<file path="config.mk">
export PLATFORM = sky130hd
export DESIGN_NAME = dase_cell
export DESIGN_NICKNAME = d
export VERILOG_FILES = /design/src/rtl/dynamic_array_shift_erase_unit_defines.svh /design/src/rtl/dase_pkg.sv /design/src/rtl/dase_cell.sv
export SDC_FILE = /design/constraint.sdc
export NUM_CORES = 1
export LEC_CHECK = 0
export BUFFER_PORTS_ARGS = -buffer_cell sky130_fd_sc_hd__buf_4
export CELL_PAD_IN_SITES_DETAIL_PLACEMENT = 1
export CELL_PAD_IN_SITES_GLOBAL_PLACEMENT = 2
export CORE_MARGIN = 2
export CORE_UTILIZATION = 26
export CTS_CLUSTER_SIZE = 20
export DETAILED_ROUTE_END_ITERATION = 8
export PLACE_DENSITY_LB_ADDON = 0.1
export RECOVER_POWER = 25
export SETUP_SLACK_MARGIN = 0.4
export SYNTH_ARGS = -nofsm -noshare
export SYNTH_HDL_FRONTEND = slang
export SYNTH_SLANG_ARGS = --single-unit
</file>
<file path="constraint.sdc">
create_clock -name clk -period 0.8 [get_ports clk]
set_input_delay 0 -clock clk [delete_from_list [all_inputs] [get_ports clk]]
set_output_delay 0 -clock clk [all_outputs]
set_load 0.05 [all_outputs]
</file>
<file path="src/rtl/dynamic_array_shift_erase_unit_defines.svh">
// Assertion macros shared by the dynamic array shift-erase unit.
`ifndef DYNAMIC_ARRAY_SHIFT_ERASE_UNIT_DEFINES_SVH
`define DYNAMIC_ARRAY_SHIFT_ERASE_UNIT_DEFINES_SVH
`ifndef ASSERT_OFF
// Clocked check, masked while reset is high.
`define DASE_ASSERT(lbl, prop, msg) \
  lbl: assert property (@(posedge clk) disable iff (rst) prop) else $error(msg);
// Clocked check that also runs across reset.
`define DASE_ASSERT_RST(lbl, prop, msg) \
  lbl: assert property (@(posedge clk) prop) else $error(msg);
`else
`define DASE_ASSERT(lbl, prop, msg)
`define DASE_ASSERT_RST(lbl, prop, msg)
`endif
`endif

</file>
<file path="src/rtl/dase_pkg.sv">
// Shared widths, command codes and error codes for the shift-erase array.
package dase_pkg;

  localparam int WORD_W = 32;
  localparam int CMD_W  = 3;
  localparam int IDX_W  = 10;
  localparam int SIZE_W = 11;
  localparam int ERR_W  = 2;

  typedef enum logic [CMD_W-1:0] {
    CMD_APPEND = 3'd0,
    CMD_SET    = 3'd1,
    CMD_ERASE  = 3'd2,
    CMD_GET    = 3'd3,
    CMD_STATUS = 3'd4
  } cmd_t;

  typedef enum logic [ERR_W-1:0] {
    ERR_OK    = 2'd0,
    ERR_RANGE = 2'd1,
    ERR_FULL  = 2'd2
  } err_t;

endpackage

</file>
<file path="src/rtl/dase_cell.sv">
// One word cell of the circulating storage ring.
module dase_cell
  import dase_pkg::*;
(
  input  logic              clk,
  input  logic              shift,
  input  logic [WORD_W-1:0] d,
  output logic [WORD_W-1:0] q
);

  // take the input word (neighbor's or feedback) on every rotation step
  always_ff @(posedge clk) begin
    if (shift) begin
      q <= d;
    end
  end

endmodule

</file>
; Word-level counts from Yosys, hierarchy flattened
; Cells that the tools add are included.
[totals]
rom_bits = 0
ram_bits = 0
mem_count = 0
register_bits = 32
latch_bits = 0
output_inout_bits = 32
[op_classes]
n_mux = 0
mul = 0
addsub = 0
bitwise = 0
shift = 0
n_eq_ne = 0
n_reduce_logical = 0
div_mod_pow = 0
order_cmp = 0

; Longest topological paths before layout
[depth]
depth_word = 0
mapped_depth = 0
depth_no_buf = 0

; Worst setup path after synthesis
; Ideal clock, no wire load.
[synth_timing]
path_type = flip-flop to output port
startpoint = register q[0]
endpoint = output port q[0]
stages_incl_launch_ff = 1
t_required_ns = 0.800
t_arrival_ns = 0.601
slack_ns = 0.199
n_path_buf = 0
path_cell_list = edfxtp_1
[synth_rtl]
columns = item, line
row1 = "start, declared", dase_cell.sv:8  ; output logic [WORD_W-1:0] q
row2 = "start signal, assigned", dase_cell.sv:14  ; q <= d;
; No word-level cell between the ends.

; Worst setup path after layout
[layout_timing]
startpoint = register q[19]
endpoint = output port q[19]
; No word-level cell between the ends.

==> flow_summary.yaml <==
drt:
  dr.pass1.iters: 2
  drtIter0Drc: 15
  drc: 0
  ant_nets: 0
  wirelength_mm: 1.919
  drt-wirelength-per-cell_um: 12.54
  vias: 596
  viasPerCell: 3.895
floorplanning:
  start_util: 0.2665
  die_area_um2: 4198
  die_x_um: 64.80
  pin_count: 66
  core-area_um2: 3606
  rows: 22
  die_h_um: 64.80
sta:
  slew_violations: 0
  clock.fmax_ghz: 1.187
  fin_crit_ps: 842.6
  tightestPinTransition_ps: 291.8
  setup_ws_ps: -42.64
  rsz0062_at_grt: "true"
  setup_viol: 32
  relSlewSlack: 0.8055
  hold_slack_ps: -101.5
  fin_crit_sh: 1.053
  timing.final.hold_violations: 32
  setup_tns_ps: -732.1
worst_setup_path:
  start_kind: "flop"
  crit_path_end_kind: "primary output"
  max_stage_delay_ps: 400
  worst-path-buf-inv: 1
  worstPathRequired_ps: 800
  cp_cell_sequence: "buf_6"
  critPathKind: "flop to primary output"
  critical_path.max_fanout: 1
  arrival_ps: 840
  path_delay_family: "flip-flops"
  critPathSlowestCell: "edfxtp_1"
final_layout:
  mostFrequentLayoutCells: "33 x buf_6, 32 x edfxtp_1, 16 x clkbuf_4, 16 x buf_4, 5 x clkbuf_8"
  final_nets: 138
  multi_input_area_um2: 0
  nFillCells: 356
  final_common_cell: "buf_6"
  top_regs: "q (32)"
  n_antenna_cell: 0
  syn_to_final_growth_pct: 78.52
  largest_reg_flops: 32
  fin_area_um2: 1715
  multi_input_comb_cells: 0
  drive_above_1_share: 0.6857
  largest_register: "q"
clock_tree:
  clockBufferDepth: 2
  clk_pin_slew_ps: 60
  htreeDepth: 2
  clkSinkCount: 32
  cts_buffers: 5
  cts_root_buf: "clkbuf_8"
  cts_tree: "done"
place:
  post-place-ws_ps: 83.41
  portBuffers: 65
  globalplace.congestion: 0.6116
  placed_area_um2: 1509
pwr:
  leakage_nw: 0.7087
  ir_worst_vdd_v: 0.001108
  p_per_area_nw_per_um2: 2369
hold_path:
  worst_hold_path.num_cells: 1
  hold_start: "d[29]"
  min_path_type: "primary input to flop"
  hold-path-endpoint: "q[29]"
global_route:
  first_global_vias: 666
  grt_first_pass_wirelength_mm: 3.070
  antenna_found_initial: 0
  gr-total-overflow: 0
  globalRouteTotalUtil: 0.1065
  grt_max_degree: 33
logic_synthesis:
  yosysSeqAreaShare: 1.000
  syn_avg_cell_area_um2: 30.03
  ys_warn_count: 0
  synth_nets: 66
  ys_ff_latch: 32
  syn_area_um2: 960.9
  postSynthCellCount: 32
  ys_types: 1
outcome:
  status: "complete, but fails checks"
  violations: "negative hold slack, negative setup slack"
flow_run:
  drv_cap: 0
[layer usage]
| metal | GRT usage | routed length (um) | part of all wire | vias up |
|---|---|---|---|---|
| met1 | 0.1015 | 642 | 0.33 | 278 |
| li1 | - | - | - | 271 |
| met4 | 0.06383 | 26 | 0.014 | 0 |
| met3 | 0.06944 | 277 | 0.14 | 4 |
| met2 | 0.1701 | 973 | 0.51 | 43 |
| met5 | 0 | 0 | 0 | - |
[cell families (layout without fill, tap and decap cells)]
group | count (synthesis) | count (layout) | synth area share
buffers and inverters | 0 | 73 | 0
flip-flops | 32 | 32 | 1.000
[cells in the mapped netlist]
| library cell | count | share of area |
|---|---|---|
| edfxtp_1 | 32 | 1.0 |
[stage by stage]
step / total power [mW] / cells / util
2_1_floorplan: 2.531 / 32 / -
3_3_place_gp: 2.868 / 145 / 0.4185
3_5_place_dp: 2.878 / 145 / 0.4185
4_1_cts: 4.137 / 153 / 0.4757
5_1_grt: 4.247 / 153 / 0.4757
6_report: 4.064 / 153 / 0.4757
[area by class of cell]
class                 instances  area, um^2  area share
Tap cell                     48       60.06     0.03501
Sequential cell              32       960.9      0.5602
Clock inverter                3       13.76    0.008023
Timing Repair Buffer         65       611.8      0.3567
Clock buffer                  5       68.82     0.04012
[power breakdown]
| part | total [mW] | switching [mW] | internal [mW] |
|---|---|---|---|
| Clock | 1.13 | 0.539 | 0.588 |
| Sequential | 2.06 | 0.0586 | 2.00 |
| Combinational | 0.882 | 0.548 | 0.333 |
| Total | 4.06 | 1.15 | 2.92 |
[how the worst max path moves through the flow]
stage / startpoint / slack, ps / cells after the start / endpoint
CTS: q[19] / -70 / 1 / q[19]
detailed placement: shift / 80 / 1 / q[30]
global placement: shift / 90 / 1 / q[30]
finish: q[19] / -40 / 1 / q[19]
global route: q[21] / -90 / 1 / q[21]
floorplan: q[0] / 200 / 0 / q[0]
[timing repair]
action / 4_1_cts / 5_1_grt
hold endpoints to repair: 32 / 32
resized for setup: 33 / 0
setup buffers: 0 / 0
setup endpoints to repair: 64 / 32
Note: power is estimated with default switching activity, not from simulation.
