`src/rtl/dynamic_array_shift_erase_unit_defines.svh`:
```
// Assertion macros shared by the dynamic array shift-erase unit.
`ifndef DYNAMIC_ARRAY_SHIFT_ERASE_UNIT_DEFINES_SVH
`define DYNAMIC_ARRAY_SHIFT_ERASE_UNIT_DEFINES_SVH
`ifndef ASSERT_OFF
// Clocked check, masked while reset is high.
`define DASE_ASSERT(lbl, prop, msg) \
  lbl: assert property (@(posedge clk) disable iff (rst) prop) else $error(msg);
// Clocked check that also runs across reset.
`define DASE_ASSERT_RST(lbl, prop, msg) \
  lbl: assert property (@(posedge clk) prop) else $error(msg);
`else
`define DASE_ASSERT(lbl, prop, msg)
`define DASE_ASSERT_RST(lbl, prop, msg)
`endif
`endif

```
`src/rtl/dase_pkg.sv`:
```
// Shared widths, command codes and error codes for the shift-erase array.
package dase_pkg;

  localparam int WORD_W = 32;
  localparam int CMD_W  = 3;
  localparam int IDX_W  = 10;
  localparam int SIZE_W = 11;
  localparam int ERR_W  = 2;

  typedef enum logic [CMD_W-1:0] {
    CMD_APPEND = 3'd0,
    CMD_SET    = 3'd1,
    CMD_ERASE  = 3'd2,
    CMD_GET    = 3'd3,
    CMD_STATUS = 3'd4
  } cmd_t;

  typedef enum logic [ERR_W-1:0] {
    ERR_OK    = 2'd0,
    ERR_RANGE = 2'd1,
    ERR_FULL  = 2'd2
  } err_t;

endpackage

```
`src/rtl/dase_ctrl.sv`:
```
// Command sequencer: size/capacity tracking, ring rotation and result register.
`include "dynamic_array_shift_erase_unit_defines.svh"
module dase_ctrl
  import dase_pkg::*;
#(
  parameter int DEPTH            = 1024,
  parameter int INITIAL_CAPACITY = 10
) (
  input  logic                     clk,
  input  logic                     rst,
  input  logic                     in_valid,
  output logic                     in_ready,
  input  logic [CMD_W-1:0]         cmd,
  input  logic [IDX_W-1:0]         index,
  input  logic [WORD_W-1:0]        value,
  input  logic [WORD_W-1:0]        tap0,
  input  logic [WORD_W-1:0]        tap1,
  output logic                     ring_shift,
  output logic [WORD_W-1:0]        ring_fb,
  output logic                     out_valid,
  input  logic                     out_ready,
  output logic [WORD_W-1:0]        read_value,
  output logic [SIZE_W-1:0]        size_now,
  output logic [SIZE_W-1:0]        capacity_now,
  output logic [ERR_W-1:0]         error
);

  localparam int AW     = $clog2(DEPTH);
  localparam int CNT_RAW = $clog2(DEPTH + 1);
  localparam int CNT_W  = (CNT_RAW > SIZE_W) ? CNT_RAW : SIZE_W;
  localparam int CAP_RAW = $clog2(2 * DEPTH + INITIAL_CAPACITY + 1);
  localparam int CAP_W  = (CAP_RAW > SIZE_W) ? CAP_RAW : SIZE_W;

  typedef enum logic [3:0] {
    ST_IDLE  = 4'b0001,
    ST_SEEK  = 4'b0010,
    ST_ERASE = 4'b0100,
    ST_FIN   = 4'b1000
  } state_t;

  state_t             state, state_next;
  logic [CNT_W-1:0]   count, count_next;
  logic [CAP_W-1:0]   cap, cap_next;
  logic [AW-1:0]      head, head_next;
  logic               out_valid_next;
  logic               load_out;

  // latched command
  cmd_t               op;
  logic [WORD_W-1:0]  word;
  logic [AW-1:0]      target;
  logic [WORD_W-1:0]  rd;
  err_t               err;

  // accept-time decode
  logic [CNT_W-1:0]   idx_c;
  logic [CNT_W-1:0]   cnt_m1;
  logic [AW-1:0]      last;
  err_t               acc_err;
  logic               acc_seek;
  logic [AW-1:0]      acc_target;
  logic               at_target;
  logic               at_last;

  assign idx_c     = CNT_W'(index);
  assign cnt_m1    = count - 1'b1;
  assign last      = cnt_m1[AW-1:0];
  assign at_target = (head == target);
  assign at_last   = (head == last);
  assign in_ready  = (state == ST_IDLE);

  // range and full checks on the incoming command
  always_comb begin
    acc_err    = ERR_OK;
    acc_seek   = 1'b0;
    acc_target = idx_c[AW-1:0];
    case (cmd)
      CMD_APPEND: begin
        if (count == CNT_W'(DEPTH)) begin
          acc_err = ERR_FULL;
        end else begin
          acc_seek   = 1'b1;
          acc_target = count[AW-1:0];
        end
      end
      CMD_SET, CMD_ERASE, CMD_GET: begin
        if (idx_c >= count) begin
          acc_err = ERR_RANGE;
        end else begin
          acc_seek = 1'b1;
        end
      end
      default: begin
        acc_err = ERR_OK;
      end
    endcase
  end

  // sequencer: rotate ring to the slot, then write, read or close the gap
  always_comb begin
    state_next = state;
    count_next = count;
    cap_next   = cap;
    ring_shift = 1'b0;
    ring_fb    = tap0;
    load_out   = 1'b0;
    case (state)
      ST_IDLE: begin
        if (in_valid) begin
          state_next = acc_seek ? ST_SEEK : ST_FIN;
        end
      end
      ST_SEEK: begin
        if (!at_target) begin
          ring_shift = 1'b1;
        end else begin
          state_next = ST_FIN;
          case (op)
            CMD_APPEND: begin
              ring_shift = 1'b1;
              ring_fb    = word;
              count_next = count + 1'b1;
              if (CAP_W'(count) == cap) begin
                cap_next = cap << 1;
              end
            end
            CMD_SET: begin
              ring_shift = 1'b1;
              ring_fb    = word;
            end
            CMD_GET: begin
              ring_shift = 1'b1;
            end
            CMD_ERASE: begin
              state_next = ST_ERASE;
            end
            default: begin
              state_next = ST_FIN;
            end
          endcase
        end
      end
      ST_ERASE: begin
        if (at_last) begin
          count_next = cnt_m1;
          if (CAP_W'(cnt_m1) < (cap >> 1)) begin
            cap_next = cap >> 1;
          end
          state_next = ST_FIN;
        end else begin
          // slot j takes the word of slot j+1
          ring_shift = 1'b1;
          ring_fb    = tap1;
        end
      end
      ST_FIN: begin
        if (!out_valid || out_ready) begin
          load_out   = 1'b1;
          state_next = ST_IDLE;
        end
      end
      default: begin
        state_next = ST_IDLE;
      end
    endcase
  end

  // ring position of the word at the tap
  always_comb begin
    head_next = head;
    if (ring_shift) begin
      head_next = (head == AW'(DEPTH - 1)) ? '0 : head + 1'b1;
    end
  end

  always_comb begin
    out_valid_next = out_valid;
    if (load_out) begin
      out_valid_next = 1'b1;
    end else if (out_ready) begin
      out_valid_next = 1'b0;
    end
  end

  // control registers
  always_ff @(posedge clk) begin
    if (rst) begin
      state     <= ST_IDLE;
      count     <= '0;
      cap       <= CAP_W'(INITIAL_CAPACITY);
      head      <= '0;
      out_valid <= 1'b0;
    end else begin
      state     <= state_next;
      count     <= count_next;
      cap       <= cap_next;
      head      <= head_next;
      out_valid <= out_valid_next;
    end
  end

  // command payload and read capture
  always_ff @(posedge clk) begin
    if (in_valid && in_ready) begin
      op     <= cmd_t'(cmd);
      word   <= value;
      target <= acc_target;
      err    <= acc_err;
      rd     <= '0;
    end else if (state == ST_SEEK && at_target && op == CMD_GET) begin
      rd <= tap0;
    end
  end

  // result register
  always_ff @(posedge clk) begin
    if (load_out) begin
      read_value   <= rd;
      size_now     <= count[SIZE_W-1:0];
      capacity_now <= cap[SIZE_W-1:0];
      error        <= err;
    end
  end

  `DASE_ASSERT(a_count_bound, count <= CNT_W'(DEPTH), "entry count exceeds depth")
  `DASE_ASSERT(a_shift_state, ring_shift |-> (state == ST_SEEK || state == ST_ERASE), "idle shift")
  `DASE_ASSERT(a_head_hold, !ring_shift |=> $stable(head), "ring position moved without rotation")
  `DASE_ASSERT(a_result_src, $rose(out_valid) |-> $past(state == ST_FIN), "result raised outside finish")
  `DASE_ASSERT_RST(a_reset_vals, rst |=> (count == '0 && !out_valid), "bad state after reset")
  `DASE_ASSERT_RST(a_reset_cap, rst |=> cap == CAP_W'(INITIAL_CAPACITY), "bad capacity after reset")

endmodule

```
`config.mk`:
```
export PLATFORM = sky130hd
export DESIGN_NAME = dase_ctrl
export DESIGN_NICKNAME = d
export VERILOG_FILES = /design/src/rtl/dase_pkg.sv /design/src/rtl/dase_ctrl.sv
export VERILOG_INCLUDE_DIRS = /design/src /design/src/rtl
export SDC_FILE = /design/constraint.sdc
export NUM_CORES = 1
export LEC_CHECK = 0
export ABC_AREA = 1
export ABC_CLOCK_PERIOD_IN_PS = 14500
export BUFFER_PORTS_ARGS = -buffer_cell sky130_fd_sc_hd__buf_2
export CAP_MARGIN = 20
export CORE_UTILIZATION = 50
export DETAILED_ROUTE_END_ITERATION = 16
export GPL_TIMING_DRIVEN = 0
export PLACE_DENSITY = 0.78
export SYNTH_ARGS = -nofsm -noshare
export SYNTH_HDL_FRONTEND = slang
export SYNTH_SLANG_ARGS = --single-unit
```
`constraint.sdc`:
```
create_clock -name clk -period 14.5 [get_ports clk]
set_input_delay 2.175 -clock clk [delete_from_list [all_inputs] [get_ports clk]]
set_output_delay 2.175 -clock clk [all_outputs]
set_load 0.01 [all_outputs]
```
# ---- After elaboration in Yosys (flattened, before gate mapping)
# Index checks and enable logic that the tools add are counted.
dict set report totals {
  inputBits 113
  romBits 0
  ff_bits 173
  latch_bits 0
  ramBits 0
  mem_count 0
}
dict set report op_classes {
  reduce_logical 15
  magnitude_cmp 2
  n_eq_ne 22
  shift 0
  mux 38
  n_mul 0
  bitwise 0
  n_addsub 3
  n_div 0
}
# cell count
set ops {}
lappend ops {{$mux W32} 3}
lappend ops {{$pmux W32 S2} 1}
lappend ops {{$mux W12} 5}
lappend ops {{$mux W11} 3}
lappend ops {{$mux W10} 3}
lappend ops {{$mux W4} 6}
lappend ops {{$pmux W12 S2} 1}
lappend ops {{$pmux W11 S2} 1}
lappend ops {{$eq A10 B10 Y1} 2}
lappend ops {{$pmux W4 S4} 1}
lappend ops {{$eq A11 B12 Y1} 1}
lappend ops {{$eq A3 B2 Y1 const B} 4}
lappend ops {{$ne A2 B2 Y1 const B} 6}
lappend ops {{$add A11 B1 Y11 const B} 1}
lappend ops {{$eq A11 B11 Y1 const B} 1}
lappend ops {{$ge A10 B11 Y1} 1}
lappend ops {{$lt A11 B11 Y1} 1}
lappend ops {{$sub A11 B1 Y11 const B} 1}
lappend ops {{$add A10 B1 Y10 const B} 1}
lappend ops {{$eq A10 B10 Y1 const B} 1}
lappend ops {{$mux W1} 10}
lappend ops {{$reduce_and A4 Y1} 2}
lappend ops {{$eq A3 B1 Y1 const B} 2}
lappend ops {{$logic_not A3 Y1} 2}
lappend ops {{other kinds (15)} 20}

# ---- Longest topological paths before layout
dict set report logic_depth {
  word_depth 6
  depth_mapped 20
  depth_no_buf 19
}

# ---- Least setup slack after synthesis
# OpenSTA, ideal clock, no wires.
dict set report synth_path {
  path_kind {input -> register}
  from {input out_ready}
  to {register capacity_now[0] (enable)}
  path_stages 2
  arrival_time_ps 7530
  path_slack_ps 6361
  setup_time_ps 608
  cell_sequence {nor2_1 -> nor4_1}
}
dict set report synth_via {
  elab_chain_len 3
}
# item line
set synth_lines {}
lappend synth_lines {{from (decl)} dase_ctrl.sv:21} ;# input logic out_ready,
lappend synth_lines {{$logic_or A1 B1 Y1} dase_ctrl.sv:157} ;# if (!out_valid || out_ready) begin
lappend synth_lines {{$mux W1} dase_ctrl.sv:157}
lappend synth_lines {{$mux W1} dase_ctrl.sv:107} ;# case (state)
lappend synth_lines {{named net load_out} dase_ctrl.sv:46} ;# logic load_out;
lappend synth_lines {{to (signal assigned)} dase_ctrl.sv:220} ;# capacity_now <= cap[SIZE_W-1:0];
lappend synth_lines {{to (decl)} dase_ctrl.sv:24} ;# output logic [SIZE_W-1:0] capacity_now,
# The timed path passes the listed nets, and every way through them passes these cells.
# A chain may end at the register's enable or synchronous reset.

# ---- Worst setup path after layout
dict set report layout_path {
  from {register count[0]}
  to {output ring_fb[22]}
}
dict set report layout_via {
  elab_chain_len 4
}
# item line
set layout_lines {}
lappend layout_lines {{from (decl)} dase_ctrl.sv:42} ;# logic [CNT_W-1:0] count, count_next;
lappend layout_lines {{from (signal assigned)} dase_ctrl.sv:195} ;# count <= count_next;
lappend layout_lines {{$sub A11 B1 Y11} dase_ctrl.sv:66} ;# assign cnt_m1 = count - 1'b1;
lappend layout_lines {{$eq A10 B10 Y1} dase_ctrl.sv:69} ;# assign at_last = (head == last);
lappend layout_lines {{$mux W32} dase_ctrl.sv:144} ;# if (at_last) begin
lappend layout_lines {{$pmux W32 S2} dase_ctrl.sv:107}
lappend layout_lines {{to (decl)} dase_ctrl.sv:19} ;# output logic [WORD_W-1:0] ring_fb,
# No other way between the ends.

==> summary.txt <==
Synth
  – Mean Syn Cell Area: 8.74 sq um
  – Synthesized cell area: 0.00868 sq mm
  – Count of different cell masters after synthesis: 44
  – Ys Warns: 0
  – Syn Inst Count: 993
  – Sequential element share of the synthesized area: 0.518
  – Syn nets: 1129
  – Seq cells post-synth: 173

Drt
  – Routed Wire Length: 25100 microns
  – Total number of vias: 8280
  – DRT antenna net count: 0
  – Vias/cell: 5.68
  – Residual DRC: 0
  – DRT Pass-1 Iters: 5
  – DR iter-0 viols: 823
  – Routed wire per std cell: 17.2 microns

Clock tree
  – # clock sinks: 173
  – Clock transition at the registers of the reported paths: 0.07 ns
  – # hold bufs at CTS: 0
  – Setup repair bufs after CTS: 0
  – Later-pin clock latency in the skew report: 0.44 ns
  – CTS Buffer Depth: 2
  – CTS Buf Count: 17
  – Post_cts resized: 0
  – CTS tree: yes
  – Root Buffer: clkbuf_16
  – Number of H-tree levels: 4

STA
  – Fin. max-slew vios: 0
  – Setup ws final: 8.91 ns
  – Worst slew pin tran: 0.929 ns
  – Min cycle time layout: 5.59 ns
  – RSZ-0062 raised after global routing: false
  – Fin. Hold Viols: 0
  – Final Cycle Share: 0.385
  – Worst Skew: 0.0105 ns
  – Achievable frequency: 179 MHz
  – Final setup fails: 0
  – Setup TNS: 0 ns
  – Slew headroom: 0.376

Worst setup path
  – CP endpoint kind: output port
  – CP max-delay cell: dfxtp_1
  – CP Launch Point: count[0]
  – Flop-to-flop setup slack: 11.01 ns
  – Crit path kind: reg -> out
  – Startpoint types: flop
  – R2R depth: 18
  – CP Cell Sequence: inv_2 -> ha_1 -> nand3_1 -> nand2_1 -> nand2_1 -> nand2_1 -> nor2_1 -> nand2_1 -> nor2_4 -> clkbuf_1 -> a21oi_1 -> o21ai_0 -> buf_2
  – Buffers and inverters on the worst path: 3
  – Crit-path most repeated cell: nand2_1
  – Max incr delay on CP: 0.58 ns
  – Worst r2r dst: cap[1]
  – Top cell family by delay on the critical path: simple AND/OR/NAND/NOR gates
  – WP data required: 12.32 ns
  – CP Capture Point: ring_fb[22]
  – WP data arrival: 3.41 ns
  – WP depth: 13
  – R2r startpoint: count[0]
  – Worst Path Max Fanout: 10

Power and ir drop
  – Peak VDD IR: 0.0860 mV
  – PwrDens: 126 mW/mm^2
  – Switching share of power: 0.301
  – Leak pwr: 4.46 nW
  – Power share of the clock group: 0.336
  – Logic pwr share: 0.206
  – Internal power: 0.000937 W
  – Flop pwr share: 0.457
  – Net switching power: 0.000403 W

Placement
  – I/O Buffers: 202
  – Post-detail-place hpwl: 18600 microns
  – Pre-CTS setup slack: 9.39 ns
  – Placer Congestion: 0.899

Floorplanning
  – Die X: 134 microns
  – Row cnt: 47
  – DIE AREA: 0.0179 sq mm
  – Core Area: 0.0168 sq mm
  – Initial core utilization: 0.518
  – I/O pins: 204
  – Vert. Die Dim: 134 microns

Cells and area
  – Most common cell after layout, fill and taps aside: buf_2
  – Final net count: 1359
  – Commonest cells after routing, fill and taps aside: buf_2, nand2_1, edfxtp_1, a21oi_1
  – Utilization after layout: 0.635
  – Number of fill cells: 1433
  – Syn-to-layout area delta: 22.6%
  – Share of layout cells above drive strength 1: 0.227

Run
  – Max-cap violations: 0

GRT
  – GRT overflow: 0
  – Antenna violations before repair: 2
  – Number of global-route vias before repair: 7714
  – Pin count of the biggest net entering global routing: 26
  – First-pass GRT wire length: 39600 microns
  – Total GRT Usage: 0.286

Worst hold path
  – Worst hold path class: reg -> reg
  – Worst hold start: rd[30]

Outcome
  – Status: finished, final reports clean
how the worst min path moves through the flow:
stage | end | slack (ns) | depth (start not counted)
3_5_place_dp | read_value[9] | 0.41 | 0
3_3_place_gp | error[0] | 0.40 | 0
2_1_floorplan | error[0] | 0.40 | 0
4_1_cts | read_value[9] | 0.43 | 0
6_report | read_value[30] | 0.43 | 0
5_1_grt | size_now[10] | 0.44 | 0
per-layer routing:
metal / track usage / share of wire
met1: 0.383 / 0.41
met4: 0.155 / 0.039
met2: 0.444 / 0.46
met3: 0.0479 / 0.089
met5: 0 / 0
registers in the layout (all words and copies together), names as in the netlist:
name,flops
target,10
cap,12
out_valid,1
head,10
rd,32
read_value,32
word,32
capacity_now,11
state,4
size_now,11
error,2
count,11
op,3
err,2
area by class of cell:
type                    instances  area [sq um]  area share
clock inverters                13           128      0.0120
well taps                     220           275      0.0259
repair buffers                211          1090       0.102
clock buffers                  19           453      0.0425
inverters                      97           367      0.0344
multi-input cells             671          3600       0.338
diodes                          2          5.00    0.000470
plain buffers                  52           233      0.0219
flip-flops and latches        173          4490       0.422
kinds of logic after synthesis:
logic type	share of synthesized area
and+or+nand+nor	0.185
AOI/OAI and AO/OA	0.172
DFF	0.518
buffers and inverters	0.0690
adders and majority gates	0.0332
xor gates and xnor gates	0.0228
cell usage after synthesis:
cell type,instances,area share
nor2_4,4,0.0052
a31oi_1,1,0.00072
clkinv_1,2,0.00087
o21ai_1,13,0.0075
xnor3_1,1,0.0026
nor4_1,4,0.0029
buf_1,1,0.00043
a21boi_0,1,0.00087
nand2_4,3,0.0039
inv_4,1,0.00072
nor2b_1,1,0.00072
o22ai_1,34,0.025
o21bai_1,1,0.00087
inv_2,7,0.0030
a21oi_1,99,0.057
o21ai_0,87,0.050
o31ai_1,1,0.00087
or2_2,3,0.0022
nand2_1,174,0.075
nand2_2,3,0.0022
nand4_1,22,0.016
nor3b_1,3,0.0026
nand3_1,49,0.028
ha_1,23,0.033
clkbuf_1,42,0.018
nor2_1,65,0.028
nand3_4,1,0.0020
nor3_2,1,0.0012
and2_1,1,0.00072
buf_4,3,0.0026
nor3_1,17,0.0098
nand3_2,2,0.0023
edfxtp_1,103,0.36
a22oi_1,32,0.028
nor2_2,2,0.0014
buf_6,3,0.0039
dfxtp_1,70,0.16
inv_1,87,0.038
o41ai_1,1,0.0010
a211oi_1,1,0.00087
xor2_1,17,0.017
and3_1,1,0.00072
xnor2_1,3,0.0030
buf_2,3,0.0017
metrics by stage:
step / std cells / power [W] / hold slack (ns) / area, sq um
CTS: 1456 / 0.00134 / 0.430 / 10600
finish: 1458 / 0.00134 / 0.430 / 10600
global route: 1458 / 0.00140 / 0.436 / 10600
floorplan: 993 / 0.000790 / 0.400 / 8680
global placement: 1415 / 0.000887 / 0.403 / 9970
detailed placement: 1424 / 0.000896 / 0.414 / 10100
power groups by stage:
stage,clock (W),combinational (W),sequential [W]
CTS,0.000454,0.000275,0.000613
global placement,0,0.000254,0.000632
floorplan,0,0.000158,0.000632
detailed placement,0,0.000272,0.000623
global route,0.000473,0.000306,0.000619
finish,0.000451,0.000276,0.000613
Power figures use the tool's default switching activity.
